==> config.mk <==
export PLATFORM = sky130hd
export DESIGN_NAME = neural_activation_unit
export DESIGN_NICKNAME = d
export VERILOG_FILES = /design/src/hw/rtl/nau_pkg.sv /design/src/hw/rtl/neural_activation_unit.sv
export SDC_FILE = /design/constraint.sdc
export NUM_CORES = 1
export LEC_CHECK = 0
export BUFFER_PORTS_ARGS = -buffer_cell sky130_fd_sc_hd__buf_2
export CAP_MARGIN = 10
export CELL_PAD_IN_SITES_DETAIL_PLACEMENT = 0
export CELL_PAD_IN_SITES_GLOBAL_PLACEMENT = 1
export CORE_ASPECT_RATIO = 0.8
export CORE_MARGIN = 4
export CORE_UTILIZATION = 40
export CTS_CLUSTER_SIZE = 10
export DETAILED_ROUTE_END_ITERATION = 10
export GPL_TIMING_DRIVEN = 0
export PLACE_DENSITY = 0.77
export SYNTH_ARGS = -nofsm -noshare
export SYNTH_HDL_FRONTEND = slang
export SYNTH_SLANG_ARGS = --single-unit
==> constraint.sdc <==
create_clock -name clk -period 27.4 [get_ports clk]
set_clock_uncertainty 0.2 [all_clocks]
set_input_delay 2.74 -clock clk [delete_from_list [all_inputs] [get_ports clk]]
set_output_delay 2.74 -clock clk [all_outputs]
set_load 0.02 [all_outputs]
==> src/hw/rtl/nau_pkg.sv <==
// ----------------------------------------------------------------------------
// nau_pkg: shared types and constants for the neural activation unit
// Fixed-point format, register map, payload structs and the sigmoid table,
// which is built at elaboration.
// ----------------------------------------------------------------------------
package nau_pkg;

  // Q format of operands and results
  localparam int FRAC_BITS   = 8;
  localparam int SIG_ENTRIES = 256;
  localparam int LOG2N       = $clog2(SIG_ENTRIES);

  localparam int DW  = 16;                      // field width
  localparam int XW  = (FRAC_BITS + 6 > 17) ? FRAC_BITS + 6 : 17;
  localparam int OFW = FRAC_BITS + 4;           // offset into the [-8,8) span
  localparam int RW  = 34;                      // widest intermediate result

  localparam logic signed [XW-1:0] SIG_LO = -(XW'(8) <<< FRAC_BITS);
  localparam logic signed [XW-1:0] SIG_HI = XW'(8) <<< FRAC_BITS;
  localparam logic signed [16:0]   ONE17  = 17'(1) <<< FRAC_BITS;
  localparam logic signed [RW-1:0] ONE_R  = RW'(1) <<< FRAC_BITS;

  // leaky slope 0.01 ~ 41/4096
  localparam logic signed [6:0]    LEAK_NUM   = 7'sd41;
  localparam int                   LEAK_SHIFT = 12;
  localparam logic signed [RW-1:0] LEAK_DERIV =
    RW'(((41 << FRAC_BITS) + (1 << (LEAK_SHIFT - 1))) >> LEAK_SHIFT);

  // configuration port
  localparam int   AW                = 3;
  localparam logic REG_FUNCTION_MODE = 1'b0;

  typedef enum logic {
    MODE_SIGMOID = 1'b0,
    MODE_LEAKY   = 1'b1
  } mode_t;

  localparam logic OP_FORWARD = 1'b0;
  localparam logic OP_DERIV   = 1'b1;

  typedef struct packed {
    logic                  opcode;
    logic signed [DW-1:0]  operand_value;
    logic                  last_element;
  } item_t;

  typedef struct packed {
    logic signed [DW-1:0]  result_value;
    logic                  result_last;
  } result_t;

  // shift-subtract divide, elaboration use only
  function automatic logic [63:0] udiv64(logic [63:0] num, logic [63:0] den);
    logic [63:0] q;
    logic [64:0] r;
    q = '0;
    r = '0;
    for (int i = 63; i >= 0; i--) begin
      r = {r[63:0], num[i]};
      if (r >= {1'b0, den}) begin
        r    = r - {1'b0, den};
        q[i] = 1'b1;
      end
    end
    return q;
  endfunction

  // Sigmoid at cell midpoints of [-8,8); e^-h by Taylor series in Q32,
  // then powers of it for each midpoint, filling both halves symmetrically.
  function automatic logic [SIG_ENTRIES*16-1:0] build_sig_table();
    logic [SIG_ENTRIES*16-1:0] tbl;
    logic [63:0] t;
    logic [63:0] term;
    logic [63:0] base;
    logic [63:0] e;
    logic [63:0] den;
    logic [63:0] one;
    logic [63:0] q;
    int          k_idx;
    tbl  = '0;
    t    = (64'd8 << 32) / SIG_ENTRIES;
    term = 64'd1 << 32;
    base = 64'd1 << 32;
    e    = 64'd1 << 32;
    one  = 64'd1 << FRAC_BITS;
    for (int k = 1; k <= 20; k++) begin
      term = udiv64((term * t) >> 32, 64'(k));
      if (k[0]) begin
        base = base - term;
      end else begin
        base = base + term;
      end
    end
    for (int k = 0; k < SIG_ENTRIES; k++) begin
      if (k > 0) begin
        e = (e * base + (64'd1 << 31)) >> 32;
      end
      if (((SIG_ENTRIES - 1 + k) & 1) == 0) begin
        den   = (64'd1 << 32) + e;
        k_idx = (SIG_ENTRIES - 1 + k) >> 1;
        q     = udiv64((one << 32) + (den >> 1), den);
        tbl[k_idx*16 +: 16] = q[15:0];
        if (k > 0) begin
          k_idx = (SIG_ENTRIES - 1 - k) >> 1;
          q     = udiv64(e * one + (den >> 1), den);
          tbl[k_idx*16 +: 16] = q[15:0];
        end
      end
    end
    return tbl;
  endfunction

  localparam logic [SIG_ENTRIES*16-1:0] SIG_TABLE = build_sig_table();

endpackage

==> src/hw/rtl/neural_activation_unit.sv <==
// ----------------------------------------------------------------------------
// neural_activation_unit: sigmoid / clipped leaky ReLU and derivatives
// Element-wise activation on signed Q8.8 values, one transfer per cycle.
// ----------------------------------------------------------------------------
// Usage:
//   Input channel: drive item and pulse start; the item transfers on any
//   rising edge with start high and busy low. busy is never raised, so a new
//   item can transfer every cycle.
//   Output channel: done is high for exactly one cycle with result valid;
//   the receiver must take it then, it cannot stall the block.
//   Path: input register, then result register, which raises done with the
//   result. Throughput: 1 item per cycle. Results come out in input order.
//   Config: APB register 0 at byte address 0, bit 0 = function_mode
//   (0 sigmoid, 1 clipped leaky ReLU). Write only while no item is in flight.
//   Reset (rst, synchronous): clears the pipeline valid bits and sets the
//   mode to sigmoid. Items in flight at reset are dropped.
//   The sigmoid table is a constant lookup; nothing needs clearing.
// ----------------------------------------------------------------------------
module neural_activation_unit
  import nau_pkg::*;
(
  input  logic          clk,
  input  logic          rst,
  // command channel
  input  logic          start,
  output logic          busy,
  input  item_t         item,
  // result channel
  output logic          done,
  output result_t       result,
  // APB config port
  input  logic          psel,
  input  logic          penable,
  input  logic          pwrite,
  input  logic [AW-1:0] paddr,
  input  logic [31:0]   pwdata,
  output logic [31:0]   prdata,
  output logic          pready
);

  mode_t                  mode;
  logic                   s1_valid;
  item_t                  s1_item;

  logic                   cfg_wr;
  logic                   accept;

  logic signed [DW-1:0]   x;
  logic signed [XW-1:0]   xw;
  logic [OFW-1:0]         off;
  logic [OFW+LOG2N-1:0]   off_scaled;
  logic [LOG2N-1:0]       sig_idx;
  logic signed [RW-1:0]   sig_fwd;

  logic signed [16:0]     one_minus_x;
  logic signed [32:0]     sig_prod;
  logic signed [RW-1:0]   sig_der;

  logic signed [16:0]     leak_d;
  logic signed [22:0]     leak_prod;
  logic signed [22:0]     leak_rnd;
  logic                   in_unit;
  logic signed [RW-1:0]   leak_fwd;
  logic signed [RW-1:0]   leak_der;

  logic signed [RW-1:0]   cand;
  logic signed [DW-1:0]   sat_val;

  // Never back-pressured: one item per clock.
  assign busy   = 1'b0;
  assign accept = start && !busy;

  // APB: no wait states, single register at index 0.
  assign pready = 1'b1;
  assign cfg_wr = psel && penable && pwrite && pready;
  assign prdata = (paddr[2] == REG_FUNCTION_MODE) ? {31'b0, mode} : 32'b0;

  // --- input register to result register datapath ---
  assign x  = s1_item.operand_value;
  assign xw = XW'(x);

  // Sigmoid forward: index = (x + 8) * N / 16 in table units.
  assign off        = OFW'(xw - SIG_LO);
  assign off_scaled = {off, {LOG2N{1'b0}}};
  assign sig_idx    = off_scaled[OFW+LOG2N-1:OFW];

  always_comb begin
    if (xw < SIG_LO) begin
      sig_fwd = '0;
    end else if (xw >= SIG_HI) begin
      sig_fwd = ONE_R;
    end else begin
      sig_fwd = RW'(SIG_TABLE[{sig_idx, 4'b0} +: 16]);
    end
  end

  // Sigmoid derivative: x*(1-x), rounded half up.
  assign one_minus_x = ONE17 - 17'(x);
  assign sig_prod    = 33'(x) * 33'(one_minus_x);
  assign sig_der     = (RW'(sig_prod) + (RW'(1) <<< (FRAC_BITS - 1))) >>> FRAC_BITS;

  // Leaky ReLU: slope 41/4096 below 0 and above 1, identity between.
  assign in_unit   = (x >= 0) && (17'(x) <= ONE17);
  assign leak_d    = (x < 0) ? 17'(x) : (17'(x) - ONE17);
  assign leak_prod = 23'(leak_d) * 23'(LEAK_NUM);
  assign leak_rnd  = (leak_prod + 23'sd2048) >>> LEAK_SHIFT;

  always_comb begin
    if (x < 0) begin
      leak_fwd = RW'(leak_rnd);
    end else if (in_unit) begin
      leak_fwd = RW'(x);
    end else begin
      leak_fwd = ONE_R + RW'(leak_rnd);
    end
  end

  assign leak_der = in_unit ? ONE_R : LEAK_DERIV;

  always_comb begin
    unique case (mode)
      MODE_SIGMOID: cand = (s1_item.opcode == OP_DERIV) ? sig_der  : sig_fwd;
      MODE_LEAKY:   cand = (s1_item.opcode == OP_DERIV) ? leak_der : leak_fwd;
      default:      cand = sig_fwd;
    endcase
  end

  // Clamp to the 16-bit signed range.
  always_comb begin
    if (cand > RW'(32767)) begin
      sat_val = 16'sh7FFF;
    end else if (cand < -RW'(32768)) begin
      sat_val = 16'sh8000;
    end else begin
      sat_val = cand[DW-1:0];
    end
  end

  // Control: valid bits and the mode register.
  always_ff @(posedge clk) begin
    if (rst) begin
      s1_valid <= 1'b0;
      done     <= 1'b0;
      mode     <= MODE_SIGMOID;
    end else begin
      s1_valid <= accept;
      done     <= s1_valid;
      if (cfg_wr && (paddr[2] == REG_FUNCTION_MODE)) begin
        mode <= mode_t'(pwdata[0]);
      end
    end
  end

  // Payload: no reset needed.
  always_ff @(posedge clk) begin
    if (accept) begin
      s1_item <= item;
    end
    if (s1_valid) begin
      result.result_value <= sat_val;
      result.result_last  <= s1_item.last_element;
    end
  end

endmodule

=== Word-level counts from Yosys, hierarchy flattened ===
Cells that the tools add are included.

* Word-level logic and storage cells: 41
* Input port bits: 59
* Bits in registers: 38
* Output and inout port bits: 52

* Shift-type cells: 1
* Bitwise gates (word level): 2
* Order comparisons: 7
* Add/sub/neg operators: 6
* Muxes and demuxes: 11
* Multiply operators: 2
* Reductions and logical operators: 4

{| class="wikitable"
|+ Operators by type and width
! cell !! count
|-
| $shiftx A4096 B13 Y16 const A || 1
|-
| $mux W34 || 5
|-
| $pmux W34 S2 || 1
|-
| $add A33 B9 Y34 const B || 1
|-
| $gt A34 B16 Y1 const B || 1
|-
| $lt A34 B16 Y1 const B || 1
|-
| $mul A16 B17 Y33 || 1
|-
| $mux W16 || 2
|-
| $add A23 B13 Y23 const B || 1
|-
| $mul A17 B7 Y23 const B || 1
|-
| $mux W17 || 1
|-
| $sub A10 B16 Y17 const A || 1
|-
| $sub A16 B10 Y17 const B || 1
|-
| $ge A16 B1 Y1 const B || 1
|-
| $ge A16 B13 Y1 const B || 1
|-
| $le A16 B10 Y1 const B || 1
|-
| $lt A16 B1 Y1 const B || 1
|-
| $lt A16 B12 Y1 const B || 1
|-
| $add A10 B11 Y12 const A || 1
|-
| $sub A12 B12 Y12 const B || 1
|-
| $mux W9 || 1
|-
| $logic_and A1 B1 Y1 || 4
|-
| $not A1 Y1 || 2
|-
| $mux W1 || 1
|}

=== Depth between registers and ports, before layout ===
Gate-level depths: netlist (run 1).

* Word-level depth: 11
* Depth in mapped cells: 34
* Depth with buffers taken out: 31

=== Least setup slack after synthesis (run 1) ===
No wires, ideal clock.

* Kind: register to register
* Start point: register s1_item (netlist bit x[6])
* End point: register result[8] (netlist name) (data pin)
* Setup slack: 18,089 ps
* Library setup time: 257 ps
* Required time: 26,943 ps
* Stages on the path, launching flop included: 30
* Data arrival time: 8,854 ps
* Period minus slack after synthesis: 9,311 ps
* Buffers on the path: 4
* Cell sequence: edfxtp_1 > inv_1 > clkbuf_1 > buf_1 > ha_1 > a31oi_1 > nor2_1 > nand2_1 > ha_1 > clkbuf_1 > nand2_1 > fa_1 > fa_1 > inv_1 > fa_1 > fa_1 > fa_1 > inv_1 > fa_1 > inv_1 > ha_1 > clkbuf_1 > inv_1 > o21bai_1 > a21oi_1 > or4b_2 > o221ai_1 > a41oi_2 > or3_1 > o22a_1

* Word-level cells in the longest chain between the ends: 11
* Elaborated cells between the ends (all ways): 27
* Those cells by class: 6 x add/sub; 2 x mul; 7 x order compare; 1 x shift; 10 x mux; 1 x reduce/logical

{| class="wikitable"
|+ Ends and longest elaborated chain
! item !! RTL line !! RTL
|-
| from (decl) || neural_activation_unit.sv:43 || <nowiki>item_t s1_item;</nowiki>
|-
| from (signal assigned) || neural_activation_unit.sv:157 || <nowiki>s1_item <= item;</nowiki>
|-
| $sub A16 B10 Y17 / $lt A16 B1 Y1 (equally long branches) || neural_activation_unit.sv:104, neural_activation_unit.sv:109 ||
|-
| $mux W17 || neural_activation_unit.sv:104 || <nowiki>assign leak_d = (x < 0) ? 17'(x) : (17'(x) - ONE17);</nowiki>
|-
| $mul A17 B7 Y23 || neural_activation_unit.sv:105 || <nowiki>assign leak_prod = 23'(leak_d) * 23'(LEAK_NUM);</nowiki>
|-
| $add A23 B13 Y23 || neural_activation_unit.sv:106 || <nowiki>assign leak_rnd = (leak_prod + 23'sd2048) >>> LEAK_SHIFT;</nowiki>
|-
| $add A10 B11 Y12 || neural_activation_unit.sv:114 || <nowiki>leak_fwd = ONE_R + RW'(leak_rnd);</nowiki>
|-
| $mux W34 || neural_activation_unit.sv:111 || <nowiki>end else if (in_unit) begin</nowiki>
|-
| $mux W34 || neural_activation_unit.sv:109 || <nowiki>if (x < 0) begin</nowiki>
|-
| $mux W34 || neural_activation_unit.sv:123 || <nowiki>MODE_LEAKY: cand = (s1_item.opcode == OP_DERIV) ? leak_der : leak_fwd;</nowiki>
|-
| $pmux W34 S2 (*) || neural_activation_unit.sv:121 || <nowiki>unique case (mode)</nowiki>
|-
| $lt A34 B16 Y1 || neural_activation_unit.sv:132 || <nowiki>end else if (cand < -RW'(32768)) begin</nowiki>
|-
| $mux W16 || neural_activation_unit.sv:132 ||
|-
| to (decl) || neural_activation_unit.sv:30 || <nowiki>output result_t result,</nowiki>
|}

Every way passes the cells marked *; elsewhere a longest branch is shown, timed or not.
A chain may end at the register's enable or synchronous reset.

=== Final worst setup path (run 1) ===
* Start point: register s1_item (netlist bit x[5])
* End point: register result[9] (netlist name) (data pin)

Same word-level chain as after synthesis.

==> results.md, run 1 <==
* Outcome: completed
* Worst setup EP type: flip-flop
* Core ar. at between 0.04 and 0.05 mm^2
* FP Rows at 66
* WL/cell at 21.09 um
* Final Util at 43.75%
* WL final at approximately 54000 um
* CTS clk-pin slew, worst paths at 70 ps
* Postcts setup bufs at 0
* Asr flop ratio synth at 0%
* Max cap viols at 0
* Period Utilization, post-route at 44.50%
* Die width at 236.2 um
* Slew headroom at 29.03%
* Die Ht at roughly 190 um
* CTS tree: done
* Routed Antenna Nets at 0
* Die area at ~0.045 mm^2
* Arr. time, crit path at 12120 ps
* DRC marker count from the first detailed-route iteration at 1144
* Worst hold path type: reg -> reg
* Critical Path RT at 27320 ps
* Largest net degree at the start of global routing at 20
* GRT Total Usage at 24.03%
* Resize count post-CTS at 0
* DP HPWL at 44290 um
* CP Launch Type: flip-flop
* CTS Buffer Depth at 2
* Synth cell types at 89
* CTS buffer count at 5
* Skew-Pair Late Insertion Delay at roughly 320 ps
* Endpoints failing setup at 0
* Endpoints failing hold at 0
* 1st-pass router iterations at 7
* Ys flop type: edfxtp_1
* Antenna cells at 0
* Cts hold-fix bufs at 0
* Nets@finish at 2517
* Vias/cell at 5.427
* Syn. warnings at 0
* Congestion Overflow GR at 0
* Seq cells post-synth at 38
* Netlist Area Pre-Place at 0.01666 mm^2
* Layout area overhead at 7.361%
* Fin Setup TNS at 0 ps
* Residual DRC at 0
* Most frequent CP cell: fa_1
* Critical Setup Path Class: reg -> reg
* Worst-Margin Slew at ~1100 ps
* Critical Path Max Stage Delay at roughly 840 ps
* Starting Density at 40.75%
* Number of global-route vias before repair at 14270
* Share of cells above drive strength 1 at 6.306%
* Ports at 111
* Final-report max-slew violation count at 0
* CTS Sinks at 38
* RePlAce Congestion at about 0.96
* Max Clock Freq at slightly above 80 MHz
* Clock root buffer: clkbuf_16
* Critical path's slowest cell: edfxtp_1
* Worst-path fanout max at 15
* Clock period minus worst slack at around 12000 ps
* Global-route wire length before repair at 84190 um
* Vias post-DR at 13800
* Post-synth EDFFs at 35
* Antenna violations before repair at 1
* I/O Buffers at 44
* Syn avg cell area at just under 9 um^2
* Post-Syn Instances at 1914
* Post-synthesis sequential area ratio at 6.670%
* Htree depth at 2
* RSZ-0062 raised after global routing: no
-- worst max-delay path: cells and delay by family (launching register included) --
family / cells / cell delay [ps]
flip-flops: 1 / 840
buffers and inverters: 8 / 2800
adder cells (fa/ha/maj): 9 / 4400
AND/OR/NAND/NOR: 8 / 1880
multiplexers: 1 / 240
AO/OA/AOI/OAI: 5 / 1600
-- synthesized netlist by cell type, types with 5 or more instances --
cell type  count  area [um^2]
and4_1         5        43.79
nor2_1       117        439.2
nand4_1       13        81.33
a21o_1         9        67.56
o21a_1        12        90.09
nand3_1       39        195.2
inv_1        398         1494
buf_4         33        247.7
edfxtp_1      35         1051
and3_1         9        56.30
a311oi_1       5        43.79
xnor2_1       30        262.8
o21ai_0       46        230.2
o31ai_1        7        52.55
a211o_1        8        70.07
and2_1        48        300.3
nor3b_1        7        52.55
a21boi_0       5        37.54
a22oi_1        6        45.04
nand2_1      103        386.6
nand2b_1      97        606.8
mux2i_1       14        140.1
fa_1         295         5906
or2_2          5        31.28
clkinv_1       5        18.77
a211oi_1      22        165.2
nor3_1        27        135.1
buf_1          7        26.28
clkbuf_1      74        277.8
or3_1          8        50.05
o211ai_1      11        82.58
a21oi_1       67        335.3
ha_1         166         2077
buf_2          5        25.02
a31oi_1       12        75.07
nor2b_1       48        300.3
o21ai_1        6        30.03
xor2_1        11        96.34
-- worst paths after layout --
path | startpoint | endpoint | slack, ps | cells after the start
setup / recovery | x[5] | result[9] | 15210 | 31
hold / removal | s1_item[0] | result[0] | 230 | 0
setup reg to reg | x[5] | result[9] | 15210 | 31
hold reg to reg | s1_item[0] | result[0] | 230 | 0
-- state kept, by name, indices dropped and copies added (netlist names) --
signal,flops
result,17
s1_valid,1
x,16
done,1
mode,1
s1_item,2
-- logic make-up after synthesis --
logic type,Yosys count,synth area share [%]
flops,38,6.670
buf+inv,525,12.70
xor+xnor,41,2.156
compound gates,283,12.06
mux,17,1.179
simple gates,547,17.26
fa+ha+maj,461,47.92
other cells,2,0.04509
-- metal layers --
layer / wire length (um) / track usage [%] / vias to the layer above
met3: 4962 / 4.497 / 99
li1: - / - / 6209
met2: 22860 / 36.41 / 623
met4: 1453 / 6.263 / 0
met1: 24350 / 35.54 / 6865
met5: 0 / 0 / -
-- cells in the final DEF (no fill, tap or decap), types with 7 or more instances in the layout --
master | netlist | layout
nor2_1 | 117 | 117
xor2_1 | 11 | 11
and2_1 | 48 | 48
buf_1 | 7 | 7
buf_4 | 33 | 33
o21a_1 | 12 | 12
o21ai_0 | 46 | 46
clkbuf_1 | 74 | 74
a21o_1 | 9 | 9
nor3_1 | 27 | 27
or3_1 | 8 | 8
edfxtp_1 | 35 | 35
conb_1 | 2 | 33
nand4_1 | 13 | 13
xnor2_1 | 30 | 30
nand3_1 | 39 | 39
nand2_1 | 103 | 103
fa_1 | 295 | 295
and3_1 | 9 | 9
nand2b_1 | 97 | 97
buf_2 | 5 | 49
ha_1 | 166 | 166
nor2b_1 | 48 | 48
mux2i_1 | 14 | 14
inv_1 | 398 | 398
nor3b_1 | 7 | 7
a211oi_1 | 22 | 22
a211o_1 | 8 | 8
a31oi_1 | 12 | 12
o31ai_1 | 7 | 7
o211ai_1 | 11 | 11
a21oi_1 | 67 | 67
-- metrics by stage --
step / cell area [um^2] / worst slack [ps] / std cells / hold WS [ps]
6_report: 17880 / 15210 / 2542 / 230.3
5_1_grt: 17880 / 14570 / 2542 / 246.0
4_1_cts: 17880 / 15400 / 2542 / 236.6
3_5_place_dp: 17690 / 15450 / 2534 / 222.8
3_3_place_gp: 17670 / 15520 / 2533 / 222.8
2_1_floorplan: 16770 / 18090 / 1945 / 200.3
-- cell type report --
type / instances / area, um^2
buffer: 121 / 599.3
clock buffer: 5 / 125.1
clock inverter: 3 / 68.82
fill: 4086 / 22990
inverter: 404 / 1516
multi-input combinational: 1382 / 13550
sequential: 38 / 1111
tap: 544 / 680.7
timing repair buffer: 45 / 235.2
Power of run 1 is not shown: default switching activity piles up to over one toggle a cycle in this logic, so the estimate is an artifact.
==> inputs of run 2 (changes only) <==
ABC_AREA = 1   (was unset)
PLACE_DENSITY = 0.79   (was 0.77)
clock period = 12.3 ns   (was 27.4 ns; I/O delays follow)
==> results.md, run 2 <==
* Outcome: completed
* Worst-path fanout max at 15 (unchanged)
* Synth cell types at 56 (-37%)
* Resize count post-CTS at 0 (unchanged)
* Simple-gate portion of the synthesized area at 19.53% (+2.3 points)
* Ports at 111 (unchanged)
* Post-Syn Instances at 2222 (+16%)
* Share of cells above drive strength 1 at 5.768% (-0.54 points)
* Worst hold path type: reg -> reg
* Critical Path RT at 12140 ps (-15180 ps)
* Synth Area in Compound Gates at 7.869% (-4.2 points)
* Cts hold-fix bufs at 0 (unchanged)
* Residual DRC at 0 (unchanged)
* Largest net degree at the start of global routing at 20 (unchanged)
* Worst setup EP type: flip-flop
* Endpoints failing hold at 0 (unchanged)
* Multiplexer share of the synthesized area at 0% (-1.2 points)
* Clock root buffer: clkbuf_16
* Ys flop type: edfxtp_1
* Worst-Margin Slew at 1295 ps (+230.3 ps)
* Arr. time, crit path at 10820 ps (-1300 ps)
* Congestion Overflow GR at 0 (unchanged)
* Asr flop ratio synth at 0% (unchanged)
* CTS Buffer Depth at 2 (unchanged)
* Cell taking the most area after synthesis: fa_1
* 1st-pass router iterations at 5 (-2)
* CTS clk-pin slew, worst paths at 60 ps (about the same)
* CTS tree: done
* Synth Area in Adders at 48.00% (+0.076 points)
* Dominant cells by area after synthesis: fa_1 36%, inv_1 13%, ha_1 12%
* Most frequent cells in the layout: 569 x inv_1, 462 x nand2_1, 295 x fa_1, 184 x nor2_1, 166 x ha_1
* I/O Buffers at 44 (unchanged)
* Max Clock Freq at 91.13 MHz (+11%)
* Vias/cell at 5.039 (-7.2%)
* Antenna violations before repair at 2 (+1)
* WL/cell at 19.06 um (-9.6%)
* Vias post-DR at 14360 (+4.1%)
* Htree depth at 2 (unchanged)
* Commonest cells in the netlist: 569 x inv_1, 462 x nand2_1, 295 x fa_1, 184 x nor2_1, 166 x ha_1
* Layout area overhead at 7.373% (about the same)
* Number of global-route vias before repair at 14500 (+1.6%)
* Post-synthesis sequential area ratio at 6.681% (+0.011 points)
* Netlist Area Pre-Place at 0.01663 mm^2 (-0.16%)
* Core ar. at 0.04088 mm^2 (unchanged)
* Endpoints failing setup at 0 (unchanged)
* Nets@finish at 2825 (+12%)
* WL final at 54330 um (+1.3%)
* CTS Sinks at 38 (unchanged)
* Post-synth EDFFs at 35 (unchanged)
* Most frequent CP cell: fa_1
* Die area at 0.04492 mm^2 (-0.15%)
* Syn. warnings at 0 (unchanged)
* Largest family of logic cells by synthesized area: adder cells
* Seq cells post-synth at 38 (unchanged)
* CP Launch Type: flip-flop
* Critical Path Max Stage Delay at 790 ps (-50 ps)
* Top-count cell post-synth: inv_1
* Routed Antenna Nets at 0 (unchanged)
* Skew-Pair Late Insertion Delay at 290 ps (-30 ps)
* Postcts setup bufs at 0 (unchanged)
* DRC marker count from the first detailed-route iteration at 1146 (+0.17%)
* Final-report max-slew violation count at 0 (unchanged)
* Die Ht at 190.4 um (about the same)
* RSZ-0062 raised after global routing: no
* Critical Setup Path Class: reg -> reg
* Slew headroom at 13.68% (-15 points)
* RePlAce Congestion at 0.9268 (-3.4%)
* Antenna cells at 0 (unchanged)
* Synth Area in XOR/XNOR at 1.580% (-0.58 points)
* Commonest non-fill, non-tap cell in the layout: inv_1
* Top cell type's share of synthesized area at 35.51% (+0.056 points)
* FP Rows at 66 (unchanged)
* Top reg by flops: result
* Final Util at 43.69% (-0.064 points)
* GRT Total Usage at 24.36% (+0.34 points)
* Max reg flops at 17 (unchanged)
* Period Utilization, post-route at 89.22% (+45 points)
* CTS buffer count at 5 (unchanged)
* Global-route wire length before repair at 84710 um (+0.62%)
* Die width at 236.0 um (about the same)
* Starting Density at 40.69% (-0.064 points)
* Max cap viols at 0 (unchanged)
* DP HPWL at 46510 um (+5.0%)
* Syn avg cell area at 7.485 um^2 (-14%)
* Critical path's slowest cell: clkbuf_1
* Fin Setup TNS at 0 ps (unchanged)
* Clock period minus worst slack at 10970 ps (-1221 ps)
run 2: cell count changes after synthesis, moves of 24 or more:
cell,change
and2_1,-47
clkbuf_1,-24
inv_1,+171
nand2_1,+359
nand2b_1,-97
nand3_1,+33
nor2_1,+67
nor2b_1,-48
o21ai_0,+36
run 2: worst max-delay path, delay by kind of cell, from the launching register on:
| kind | cells | cell delay (ps) |
|---|---|---|
| adder cells (fa/ha/maj) | 9 | 4530 |
| AO/OA/AOI/OAI | 6 | 1300 |
| buffers and inverters | 9 | 2540 |
| flip-flops | 1 | 690 |
| AND/OR/NAND/NOR | 11 | 1430 |
run 2: per-stage QoR:
step                worst slack [ps]  hold WS (ps)  area (um^2)  cells
CTS                             1428         231.2        17840   2849
global route                   586.3         244.4        17860   2850
detailed placement              1477         223.0        17650   2841
global placement                1503         208.3        17650   2841
floorplan                       3682         200.3        16750   2253
finish                          1326         226.7        17860   2850
run 2: layout make-up:
cell class                 count  area [um^2]
buffer                       102        541.8
clock buffer                   5        125.1
fill                        4280        23020
sequential                    38         1111
timing repair buffer          45        235.2
inverter                     577         2168
clock inverter                 3        68.82
multi-input combinational   1536        12930
tap                          544        680.7
run 2: kinds of logic (layout without fill, tap and decap cells):
family / after synthesis / in the layout
adders and majority gates: 461 / 461
other: 2 / 33
AOI/OAI and AO/OA: 226 / 226
and+or+nand+nor: 786 / 786
xor gates and xnor gates: 30 / 30
DFF: 38 / 38
buffers and inverters: 679 / 732
run 2: path summary, 6_finish.rpt:
kind | from | endpoint | slack, ps | depth (start not counted)
min reg2reg | s1_item[0] | result[0] | 230 | 0
max | x[5] | result[1] | 1330 | 35
max reg2reg | x[5] | result[1] | 1330 | 35
min | s1_item[0] | result[0] | 230 | 0
run 2: metal layers:
metal	part of all wire (%)	routed length [um]	up-vias	global-route usage, %
met5	0	0	-	0
met4	1.9	1042	0	4.019
met3	11	5949	61	7.779
met2	41	22220	580	35.14
met1	46	25120	6971	36.36
li1	-	-	6748	-
Power of run 2 is left out for the same reason.
